File: config.mk
export PLATFORM = sky130hd
export DESIGN_NAME = serial_packet_deframer_crc16_core
export DESIGN_NICKNAME = d
export VERILOG_FILES = /design/src/rtl/spdcrc_pkg.sv /design/src/rtl/spdcrc_window.sv /design/src/rtl/serial_packet_deframer_crc16_core.sv
export SDC_FILE = /design/constraint.sdc
export NUM_CORES = 1
export LEC_CHECK = 0
export BUFFER_PORTS_ARGS = -buffer_cell sky130_fd_sc_hd__clkbuf_2
export CORE_UTILIZATION = 47
export CTS_CLUSTER_DIAMETER = 80
export DETAILED_ROUTE_END_ITERATION = 8
export PLACE_DENSITY_LB_ADDON = 0.3
export SYNTH_ARGS = -nofsm -noshare
export SYNTH_HDL_FRONTEND = slang
export SYNTH_SLANG_ARGS = --single-unit
File: constraint.sdc
create_clock -name clk -period 5.05 [get_ports clk]
set_input_delay 0.2525 -clock clk [delete_from_list [all_inputs] [get_ports clk]]
set_output_delay 0.2525 -clock clk [all_outputs]
set_load 0.005 [all_outputs]
File: src/rtl/spdcrc_pkg.sv
// spdcrc_pkg: shared constants, header type and crc-16 step for the packet deframer
// no dependencies; used by spdcrc_window and serial_packet_deframer_crc16_core
`timescale 1ns / 1ps
`default_nettype none

package spdcrc_pkg;

	localparam logic [7:0]  START_MARK  = 8'hFE;
	localparam logic [7:0]  END_MARK    = 8'hEF;
	localparam logic [15:0] CRC_INIT    = 16'hFFFF;
	localparam logic [15:0] ID_PING     = 16'h0001;
	localparam logic [15:0] ID_PING_RPL = 16'h0002;
	localparam logic [15:0] ID_ACK_MSG  = 16'h0006;
	localparam int unsigned HDR_LEN     = 8;
	localparam logic [8:0]  LIMIT_RESET = 9'd263;

	// header fields found in the hunting window
	typedef struct packed {
		logic        hit;
		logic [7:0]  length;
		logic [7:0]  flags;
		logic [15:0] id;
		logic [15:0] crc;
	} header_t;

	// status reported when a packet closes
	typedef struct packed {
		logic        crc_ok;
		logic [15:0] data_id;
		logic [7:0]  payload_size;
		logic        ack_request;
		logic        ping_request;
	} status_t;

	// one byte of crc-16 ccitt-false (poly 0x1021, msb first)
	function automatic logic [15:0] crc_step(input logic [15:0] crc, input logic [7:0] b);
		logic [15:0] x;
		x = {8'h00, crc[15:8] ^ b};
		x = x ^ (x >> 4);
		return {crc[7:0], 8'h00} ^ (x << 12) ^ (x << 5) ^ x;
	endfunction

	// verdict and user fields for a closing packet
	function automatic status_t close_status(input logic [15:0] crc_calc,
			input logic [15:0] crc_exp, input logic [15:0] id,
			input logic [7:0] len, input logic [7:0] flags);
		status_t     st;
		logic        ok;
		logic [15:0] uid;
		logic [7:0]  usize;
		ok    = (crc_calc == crc_exp);
		uid   = ok ? id : 16'h0000;
		usize = ok ? len : 8'h00;
		st.crc_ok       = ok;
		st.ack_request  = ok && (uid != 16'h0000) && flags[0];
		st.ping_request = ok && (uid == ID_PING);
		// system messages are hidden from the user
		if ((uid == ID_PING) || (uid == ID_PING_RPL) || (uid == ID_ACK_MSG)) begin
			uid   = 16'h0000;
			usize = 8'h00;
		end
		st.data_id      = uid;
		st.payload_size = usize;
		return st;
	endfunction

endpackage

`default_nettype wire

File: src/rtl/spdcrc_window.sv
// spdcrc_window: 8-byte hunting window and header match for the packet deframer
// depends on spdcrc_pkg
`timescale 1ns / 1ps
`default_nettype none

module spdcrc_window (
	input  wire logic                clk,
	input  wire logic                arst_n,
	input  wire logic                shift,
	input  wire logic [7:0]          rx_byte,
	input  wire logic [8:0]          frame_limit,
	output spdcrc_pkg::header_t      hdr
);

	localparam int unsigned DEPTH = spdcrc_pkg::HDR_LEN;

	logic [7:0] win_q [DEPTH];
	logic [9:0] frame_len;

	// header check on the window as it looks after this byte is shifted in
	always_comb begin
		frame_len  = {2'b00, win_q[2]} + 10'(DEPTH);
		hdr.length = win_q[2];
		hdr.flags  = win_q[3];
		hdr.id     = {win_q[4], win_q[5]};
		hdr.crc    = {win_q[6], win_q[7]};
		hdr.hit    = (win_q[1] == spdcrc_pkg::START_MARK) &&
		             (rx_byte == spdcrc_pkg::END_MARK) &&
		             (frame_len <= {1'b0, frame_limit});
	end

	// shift line, cleared once a header is taken
	always_ff @(posedge clk or negedge arst_n) begin
		if (!arst_n) begin
			for (int i = 0; i < DEPTH; i++) win_q[i] <= 8'h00;
		end else if (shift) begin
			if (hdr.hit) begin
				for (int i = 0; i < DEPTH; i++) win_q[i] <= 8'h00;
			end else begin
				for (int i = 0; i < DEPTH - 1; i++) win_q[i] <= win_q[i + 1];
				win_q[DEPTH - 1] <= rx_byte;
			end
		end
	end

endmodule

`default_nettype wire

File: src/rtl/serial_packet_deframer_crc16_core.sv
// serial_packet_deframer_crc16_core: byte-serial packet deframer with crc-16 check
// depends on spdcrc_pkg and spdcrc_window
//
// usage:
//   input channel in_valid/in_ready carries one received byte (rx_byte) per transaction.
//   output channel out_valid/out_ready carries at most one result per input byte:
//   a payload byte (byte_present) and/or the close of a packet (packet_end with
//   crc_ok, data_id, payload_size, ack_request, ping_request).
//   hunting bytes and header bytes give no result, except the last header byte
//   of a zero-length packet, which closes it at once.
//   frame_limit is written with cfg_wr_en/cfg_wr_data while the block is idle.
//   output: a result is registered and appears on the output in the cycle after its byte is taken.
//   throughput: one byte per cycle; the only limit is the single output register,
//   which is refilled in the same cycle it is emptied.
//   reset: window cleared, hunting, frame_limit 263, output empty.
//   stall: while out_ready is low and a result is held, in_ready drops.
`timescale 1ns / 1ps
`default_nettype none

module serial_packet_deframer_crc16_core (
	input  wire logic        clk,
	input  wire logic        arst_n,
	input  wire logic        cfg_wr_en,
	input  wire logic [8:0]  cfg_wr_data,
	input  wire logic        in_valid,
	output logic             in_ready,
	input  wire logic [7:0]  rx_byte,
	output logic             out_valid,
	input  wire logic        out_ready,
	output logic             byte_present,
	output logic [7:0]       payload_byte,
	output logic             packet_end,
	output logic             crc_ok,
	output logic [15:0]      data_id,
	output logic [7:0]       payload_size,
	output logic             ack_request,
	output logic             ping_request
);

	logic [8:0]  frame_limit_q;
	logic        in_payload_q;
	logic [7:0]  bytes_left_q;
	logic [15:0] running_crc_q;
	logic [15:0] expected_crc_q;
	logic [15:0] packet_id_q;
	logic [7:0]  packet_length_q;
	logic [7:0]  packet_flags_q;

	logic        out_valid_q;
	logic        byte_present_q;
	logic [7:0]  payload_byte_q;
	logic        packet_end_q;
	spdcrc_pkg::status_t status_q;

	logic                accept;
	spdcrc_pkg::header_t hdr;
	logic [15:0]         crc_next;
	logic [7:0]          left_next;
	logic                res_valid;
	logic                res_byte;
	logic                res_end;
	spdcrc_pkg::status_t res_status;

	assign in_ready = !out_valid_q || out_ready;
	assign accept   = in_valid && in_ready;

	// hunting window
	spdcrc_window u_window (
		.clk         (clk),
		.arst_n      (arst_n),
		.shift       (accept && !in_payload_q),
		.rx_byte     (rx_byte),
		.frame_limit (frame_limit_q),
		.hdr         (hdr)
	);

	// per-byte result
	always_comb begin
		crc_next   = spdcrc_pkg::crc_step(running_crc_q, rx_byte);
		left_next  = bytes_left_q - 8'd1;
		res_byte   = in_payload_q;
		if (in_payload_q) begin
			res_end    = (left_next == 8'h00);
			res_status = spdcrc_pkg::close_status(crc_next, expected_crc_q, packet_id_q,
				packet_length_q, packet_flags_q);
		end else begin
			res_end    = hdr.hit && (hdr.length == 8'h00);
			res_status = spdcrc_pkg::close_status(spdcrc_pkg::CRC_INIT, hdr.crc, hdr.id,
				hdr.length, hdr.flags);
		end
		res_valid = res_byte || res_end;
		if (!res_end) res_status = '0;
	end

	// configuration register
	always_ff @(posedge clk or negedge arst_n) begin
		if (!arst_n) begin
			frame_limit_q <= spdcrc_pkg::LIMIT_RESET;
		end else if (cfg_wr_en) begin
			frame_limit_q <= cfg_wr_data;
		end
	end

	// packet state
	always_ff @(posedge clk or negedge arst_n) begin
		if (!arst_n) begin
			in_payload_q    <= 1'b0;
			bytes_left_q    <= 8'h00;
			running_crc_q   <= spdcrc_pkg::CRC_INIT;
			expected_crc_q  <= 16'h0000;
			packet_id_q     <= 16'h0000;
			packet_length_q <= 8'h00;
			packet_flags_q  <= 8'h00;
		end else if (accept) begin
			if (in_payload_q) begin
				running_crc_q <= crc_next;
				bytes_left_q  <= left_next;
				if (left_next == 8'h00) in_payload_q <= 1'b0;
			end else if (hdr.hit) begin
				packet_length_q <= hdr.length;
				packet_flags_q  <= hdr.flags;
				packet_id_q     <= hdr.id;
				expected_crc_q  <= hdr.crc;
				running_crc_q   <= spdcrc_pkg::CRC_INIT;
				bytes_left_q    <= hdr.length;
				in_payload_q    <= (hdr.length != 8'h00);
			end
		end
	end

	// output register
	always_ff @(posedge clk or negedge arst_n) begin
		if (!arst_n) begin
			out_valid_q <= 1'b0;
		end else if (in_ready) begin
			out_valid_q <= accept && res_valid;
		end
	end

	always_ff @(posedge clk) begin
		if (accept && res_valid) begin
			byte_present_q <= res_byte;
			payload_byte_q <= res_byte ? rx_byte : 8'h00;
			packet_end_q   <= res_end;
			status_q       <= res_status;
		end
	end

	assign out_valid    = out_valid_q;
	assign byte_present = byte_present_q;
	assign payload_byte = payload_byte_q;
	assign packet_end   = packet_end_q;
	assign crc_ok       = status_q.crc_ok;
	assign data_id      = status_q.data_id;
	assign payload_size = status_q.payload_size;
	assign ack_request  = status_q.ack_request;
	assign ping_request = status_q.ping_request;

endmodule

`default_nettype wire

==> summary.txt, run 1 <==
Global routing
  • First-pass GRT wire length: 28200 um
  • Grt total ovfl: 0
  • Antenna violations before repair: 0
  • Global routing usage summed across all routing layers: 0.207
  • Largest net degree at the start of global routing: just over 70
  • Vias in the first global route: between 5000 and 6000

Clock network
  • CTS Hold Bufs: 1
  • Post-CTS resize count: 0
  • H-tree depth: 4
  • Setup bufs post-CTS: 0
  • CTS tree: done
  • CTS sink cnt: 169
  • Reg clk slew, reported paths: around 0.06 ns
  • Inserted Clock Buffers: 17
  • Clk Latency, worst-skew pair: 0.42 ns
  • CTS Buffer Depth: 2
  • CTS root buffer: clkbuf_16

STA
  • Min Tclk post-route: ~3.7 ns
  • RSZ-0062 raised after global routing: no
  • Fmax: roughly 0.27 GHz
  • Slew @ Worst Pin: around 1.1 ns
  • Final hold violation count: 0
  • Final setup violating endpoints: 0
  • Worst Hold Slack: between 0.04 and 0.05 ns
  • Clk_skew: between 0.006 and 0.007 ns
  • Relative slew slack: 0.284
  • Slew Viols, Final: 0
  • Setup_tns: 0 ns
  • Tcrit/Tclk final: 0.727

Worst setup path
  • Sequence of cells on the critical path: ha_1 > nand3_1 > xnor2_1 > ha_1 > a21o_1 > a21o_1 > a311oi_1 > a211o_1 > and2_2 > buf_4 > o21a_1 > mux2i_1
  • CP max-delay cell: o21a_1
  • Critical Path End Type: flip-flop
  • Kind of critical path: flip-flop to flip-flop
  • Crit path DAT: ~4 ns
  • Peak fanout along the critical path: 70
  • Reg2Reg Depth: 12
  • WP data required: ~5.4 ns
  • Slowest Stage Delay on Critical Path: between 0.6 and 0.7 ns
  • Crit path launch type: flip-flop

Power and ir drop
  • Share of total power in combinational logic: 0.073
  • Sw Share: 0.242
  • Lkg Pwr: between 4 and 5 nW
  • VDD IR-drop max: 0.000271 V
  • Int Pwr: 2.33 mW
  • Clock power share: 0.427
  • Final Total Pwr: 3.07 mW
  • Power per Cell Area: about 340 nW/um2
  • Flop pwr share: 0.500
  • Net Switching: around 740 uW

Floorplanning
  • Row cnt: between 40 and 50
  • IO Pins: just over 60
  • Die Y: 131 um
  • Die width: about 130 um
  • Initial Util: 0.489
  • Core area: between 15000 and 20000 um2
  • Area of the die: ~17000 um2

Logic synthesis
  • Ys async rst share: 0.781
  • Synth Register Bits: around 170
  • Post-synthesis sequential area ratio: 0.563
  • Syn Area/Cell: roughly 11 um2
  • YS warnings: 0
  • Mapped Cells: 705
  • Ys flop type: dfrtp_1
  • Mapped Nets: between 700 and 800
  • EDFF count, synth: 37
  • Post-synthesis cell area: 7880 um2
  • Post-synth cell types: 55

Final layout
  • Fin nets: approximately 780
  • Fillcell total: about 1400
  • P&R area growth vs syn: 13.2%
  • Layout cells sized above 1: 0.254
  • Diode count: 0
  • Post-layout util: 0.554

Placed design
  • Port-buffer cells: 60
  • Detailed Place HPWL: approximately 11000 um
  • GP Congestion: 0.804

Routing
  • DRC Markers: 0
  • Vias per inst: between 5 and 6
  • Initial DRC Count: around 420
  • WL per Instance: about 17 um
  • Pre-antenna DRT Iters: 5
  • Detailed Route WL: around 17000 um
  • Final ANT Viol Nets: 0
  • Routed vias: 5534

Worst hold path
  • Hold Path Depth: 3
  • Hold WC Path Type: input pin to flip-flop

Status
  • Status: complete, no violations

Job
  • Maximum Capacitance Violations: 0
[registers in the layout (all words and copies together) (netlist names)]
name / flops
u_window.hdr: 48
running_crc_q: 16
data_id: 16
packet_end: 1
byte_present: 1
ack_request: 1
expected_crc_q: 16
packet_length_q: 8
out_valid: 1
ping_request: 1
crc_ok: 1
in_payload_q: 1
frame_limit_q: 9
payload_byte: 8
payload_size: 8
packet_flags_q: 1
u_window.win_q: 8
packet_id_q: 16
bytes_left_q: 8
[Yosys cell counts, types with 9 or more instances]
library cell | n | area share
nand2_1 | 133 | 0.063
dfrtp_1 | 112 | 0.36
o21ai_0 | 75 | 0.048
mux2_2 | 42 | 0.060
clkbuf_1 | 38 | 0.018
edfxtp_1 | 37 | 0.14
dfstp_2 | 20 | 0.067
xnor2_1 | 19 | 0.021
xor2_1 | 19 | 0.021
nor3_1 | 18 | 0.011
nor2_1 | 15 | 0.0071
o22a_1 | 15 | 0.017
a32o_2 | 13 | 0.019
inv_1 | 13 | 0.0062
ha_1 | 12 | 0.019
and2_1 | 10 | 0.0079
nand3_1 | 10 | 0.0064
nor4_1 | 10 | 0.0079
nand4_1 | 9 | 0.0071
[per-stage QoR]
step                area, um2  instances  setup WS (ns)
floorplan                7880        705          0.530
global placement         8320        939           1.58
detailed placement       8320        939           1.41
CTS                      8920        972           1.39
global route             8920        972           1.08
finish                   8920        972           1.38
[critical path: cells and delay by family (launching register included)]
| kind | cells | cell delay [ns] |
|---|---|---|
| flip-flops | 1 | 0.46 |
| buffers and inverters | 1 | 0.51 |
| XOR/XNOR | 1 | 0.15 |
| multiplexers | 1 | 0.26 |
| AND/OR/NAND/NOR | 2 | 0.23 |
| adder cells (fa/ha/maj) | 2 | 0.53 |
| AO/OA/AOI/OAI | 5 | 1.44 |
[per-layer routing]
metal  share of wire  wire (um)  GRT usage
met1            0.44       7440      0.267
met2            0.49       8360      0.333
met3           0.042        718     0.0455
met4           0.026        433     0.0937
met5               0          0          0
[power groups by stage]
stage / clock [mW] / sequential [mW] / combinational, mW
finish: 1.31 / 1.54 / 0.224
global route: 1.39 / 1.55 / 0.256
CTS: 1.33 / 1.54 / 0.227
detailed placement: 0 / 1.56 / 0.224
global placement: 0 / 1.56 / 0.214
floorplan: 0 / 1.52 / 0.159
[kinds of logic (layout without fill, tap and decap cells)]
family / Yosys count / after routing / synth area share
and+or+nand+nor: 243 / 243 / 0.157
DFF: 169 / 169 / 0.563
AOI/OAI and AO/OA: 132 / 132 / 0.114
buffers and inverters: 61 / 112 / 0.0318
muxes: 47 / 47 / 0.0664
xor gates and xnor gates: 41 / 41 / 0.0484
adders and majority gates: 12 / 12 / 0.0191
[final timing paths]
path / start / slack, ns / to
min: cfg_wr_data[8] / 0.04 / frame_limit_q[8]$_DFFE_PN1P_
max in group asynchronous: arst_n / 3.20 / in_payload_q$_DFFE_PN0P_
max: u_window.hdr[44]$_DFFE_PN0P_ / 1.38 / bytes_left_q[1]$_DFFE_PN0P_
max reg2reg: u_window.hdr[44]$_DFFE_PN0P_ / 1.38 / bytes_left_q[1]$_DFFE_PN0P_
min reg2reg: u_window.win_q[51]$_DFFE_PN0P_ / 0.49 / u_window.win_q[51]$_DFFE_PN0P_
min in group asynchronous: arst_n / 0.46 / frame_limit_q[3]$_DFFE_PN0P_
[cell usage in the layout, fill, tap and decap left out, types with 3 or more instances in the layout]
cell type	count
edfxtp_1	37
nand4_1	9
clkinv_2	4
clkinvlp_4	3
dfstp_2	20
nor2b_1	6
and2_1	9
nor3_1	18
nor4_1	10
mux2i_1	5
bufinv_16	3
nand4b_1	3
clkbuf_2	59
o22a_1	15
a32o_1	5
buf_4	7
nand3_1	10
clkbuf_16	17
a32o_2	13
a21o_1	4
a31oi_1	3
mux2_2	42
inv_1	13
xor2_2	3
xor2_1	19
nor4b_1	8
nor4b_2	8
nand2_1	133
dfrtp_1	112
xnor2_1	19
nor2_1	13
ha_1	12
o21ai_0	75
[layout make-up]
type / count / area (um2) / area share
Tap cell: 216 / 270 / 0.0303
Sequential cell: 169 / 4440 / 0.498
Clock inverter: 12 / 150 / 0.0168
Timing Repair Buffer: 67 / 358 / 0.0401
Multi-Input combinational cell: 475 / 3210 / 0.360
Inverter: 13 / 48.8 / 0.00547
Clock buffer: 20 / 447 / 0.0501
Power figures use the tool's default switching activity.
==> run 2, diff against run 1 <==
--- a/config.mk
+++ b/config.mk
@@ -5,6 +5,7 @@
 export SDC_FILE = /design/constraint.sdc
 export NUM_CORES = 1
 export LEC_CHECK = 0
+export ABC_AREA = 1
 export BUFFER_PORTS_ARGS = -buffer_cell sky130_fd_sc_hd__clkbuf_2
 export CORE_UTILIZATION = 47
 export CTS_CLUSTER_DIAMETER = 80
==> constraint.sdc (replaced) <==
create_clock -name clk -period 3.71 [get_ports clk]
set_input_delay 0.1855 -clock clk [delete_from_list [all_inputs] [get_ports clk]]
set_output_delay 0.1855 -clock clk [all_outputs]
set_load 0.005 [all_outputs]
==> summary.txt, run 2 <==
Worst setup path
  • CP max-delay cell: dfstp_2
  • CP delay by family, top: simple AND/OR/NAND/NOR gates
  • WP data required: about 4 ns
  • Sequence of cells on the critical path: inv_1 > nand2_1 > nand2_1 > nand2_1 > nand2_1 > nand2_1 > nand3_1 > nand2_1 > nand2_1 > inv_1 > nand2_1 > nor2_4 > o21ai_0 > nand2_1 > nor2_1 > nand3_2 > buf_4 > nand2_2 > a21oi_2
  • Kind of critical path: flip-flop to flip-flop
  • Slowest Stage Delay on Critical Path: ~0.54 ns
  • Crit path DAT: roughly 3.4 ns
  • Crit path launch type: flip-flop
  • Cell mode on critical path: nand2_1
  • Critical Path End Type: flip-flop
  • Peak fanout along the critical path: 23
  • Buf/Inv on CP: 3

Clock network
  • Clk Latency, worst-skew pair: between 0.4 and 0.5 ns
  • CTS Buffer Depth: 2
  • CTS sink cnt: approximately 170
  • Setup bufs post-CTS: 0
  • CTS tree: done
  • Reg clk slew, reported paths: 0.07 ns
  • H-tree depth: 4
  • CTS root buffer: clkbuf_16
  • Inserted Clock Buffers: 17

Logic synthesis
  • Post-synthesis cell area: ~8300 um2
  • Synth top area cells: dfrtp_1 (34%), edfxtp_1 (13%), nand2_1 (10%)
  • EDFF count, synth: 37
  • Ys flop type: dfrtp_1
  • Most frequent cell after synthesis: nand2_1
  • Post-synthesis sequential area ratio: 0.535
  • Mapped Cells: roughly 950
  • Most area-hungry cell type in the Yosys netlist: dfrtp_1
  • Ys async rst share: 0.781
  • YS warnings: 0
  • Syn Area/Cell: 8.74 um2
  • Post-synth cell types: 40
  • Synth Register Bits: ~170
  • Area share of the largest cell type after synthesis: 0.338
  • Mapped Nets: approximately 1000
  • Top cells by instance count after synthesis: nand2_1 (226), inv_1 (128), dfrtp_1 (112), o21ai_0 (66), o22ai_1 (55)

Routing
  • Routed vias: 6692
  • WL per Instance: 16.0 um
  • Initial DRC Count: slightly below 500
  • Detailed Route WL: between 20000 and 25000 um
  • Pre-antenna DRT Iters: 5
  • Vias per inst: 5.34
  • DRC Markers: 0
  • Final ANT Viol Nets: 0

Final layout
  • Diode count: 0
  • P&R area growth vs syn: 14.8%
  • Most common cell after layout, fill and taps aside: nand2_1
  • Layout cells sized above 1: 0.200
  • Fin nets: about 1100
  • Commonest cells after routing, fill and taps aside: nand2_1 (225), inv_1 (128), dfrtp_1 (112)
  • Fillcell total: ~1500
  • Multi-input gate area: approximately 3200 um2
  • Max reg flops: between 40 and 50
  • FF/Latch Area: between 4000 and 5000 um2

Power and ir drop
  • Net Switching: between 2 and 2.5 mW
  • Clock power share: 0.255
  • Sw Share: 0.374
  • VDD IR-drop max: approximately 0.0004 V
  • Flop pwr share: 0.413
  • Lkg Pwr: approximately 4.3 nW
  • Power per Cell Area: 696 nW/um2
  • Int Pwr: 4.15 mW
  • Share of total power in combinational logic: 0.331
  • Final Total Pwr: around 6.6 mW

STA
  • Slew @ Worst Pin: 0.937 ns
  • Final setup violating endpoints: 0
  • Setup_tns: 0 ns
  • Final hold violation count: 0
  • Slew Viols, Final: 0
  • Clk_skew: ~0.011 ns
  • Min Tclk post-route: between 3 and 4 ns
  • Fmax: roughly 0.32 GHz
  • Tcrit/Tclk final: 0.850
  • Relative slew slack: 0.375
  • RSZ-0062 raised after global routing: no

Floorplanning
  • Die Y: 135 um
  • Row cnt: 48
  • IO Pins: 61
  • Core area: 17200 um2
  • Initial Util: 0.481
  • Area of the die: between 15000 and 20000 um2
  • Die width: about 130 um

Global routing
  • Antenna violations before repair: 0
  • Grt total ovfl: 0
  • Vias in the first global route: ~6300
  • Global routing usage summed across all routing layers: 0.237
  • Largest net degree at the start of global routing: 84
  • First-pass GRT wire length: approximately 33000 um

Placed design
  • Detailed Place HPWL: between 10000 and 15000 um
  • GP Congestion: a little under 0.9
  • Port-buffer cells: 60

Worst hold path
  • Hold WC Path Type: input pin to flip-flop

Status
  • Status: complete, no violations

Job
  • Maximum Capacitance Violations: 0
==> run 2: power groups by stage <==
stage	Sequential [mW]	Combinational, mW	Clock [mW]
2_1_floorplan	2.68	1.57	0
3_5_place_dp	2.77	2.16	0
6_report	2.74	2.20	1.69
4_1_cts	2.73	2.19	1.72
3_3_place_gp	2.75	2.13	0
5_1_grt	2.80	2.48	1.79
==> run 2: cell type report <==
type                            instances  share of cell area
Timing Repair Buffer                   87              0.0570
Inverter                              136              0.0536
Clock buffer                           19              0.0455
Tap cell                              225              0.0296
Multi-Input combinational cell        605               0.335
Sequential cell                       169               0.466
Clock inverter                         13              0.0126
==> run 2: metrics by stage <==
stage	cell area [um2]	hold slack [ns]	util	instances	setup slack (ns)
finish	9520	0.0486	0.552	1254	0.558
global route	9520	0.0779	0.552	1254	0.192
CTS	9520	0.0418	0.552	1254	0.552
detailed placement	8870	0.383	0.514	1212	0.594
global placement	8870	0.386	0.514	1212	0.631
floorplan	8290	-0.110	-	949	0.0308
==> run 2: cell families after synthesis <==
kind of cell / synth area share
and+or+nand+nor: 0.214
xor gates and xnor gates: 0.0106
AOI/OAI and AO/OA: 0.138
DFF: 0.535
muxes: 0.00136
buffers and inverters: 0.0824
adders and majority gates: 0.0181
==> run 2: worst paths after layout <==
kind,from,depth (start not counted),endpoint,slack [ns]
setup / recovery,running_crc_q[13]$_DFFE_PN1P_,19,data_id[15]$_SDFFCE_PN0P_,0.56
hold / removal,out_ready,4,out_valid$_DFFE_PN0N_,0.05
setup reg to reg,running_crc_q[13]$_DFFE_PN1P_,19,data_id[15]$_SDFFCE_PN0P_,0.56
hold reg to reg,running_crc_q[8]$_DFFE_PN1P_,2,running_crc_q[8]$_DFFE_PN1P_,0.48
max in group asynchronous,arst_n,3,packet_id_q[13]$_DFFE_PN0P_,2.42
min in group asynchronous,arst_n,2,bytes_left_q[1]$_DFFE_PN0P_,0.44
==> run 2: worst min-delay path, cell delays in order <==
cell	delay (ns)
clkbuf_2	0.08
inv_1	0.04
nand2_1	0.07
o21ai_0	0.07
==> run 2: repair_timing <==
action / 4_1_cts / 5_1_grt
endpoints found under the hold margin: 59 / 0
gates resized for setup: 0 / 0
hold buffers: 10 / 0
==> run 2: routing by layer <==
metal | up-vias | global-route usage | wire (um)
li1 | 3276 | - | -
met1 | 3166 | 0.337 | 9400
met2 | 212 | 0.369 | 9320
met3 | 38 | 0.0375 | 999
met4 | 0 | 0.0818 | 371
met5 | - | 0 | 0
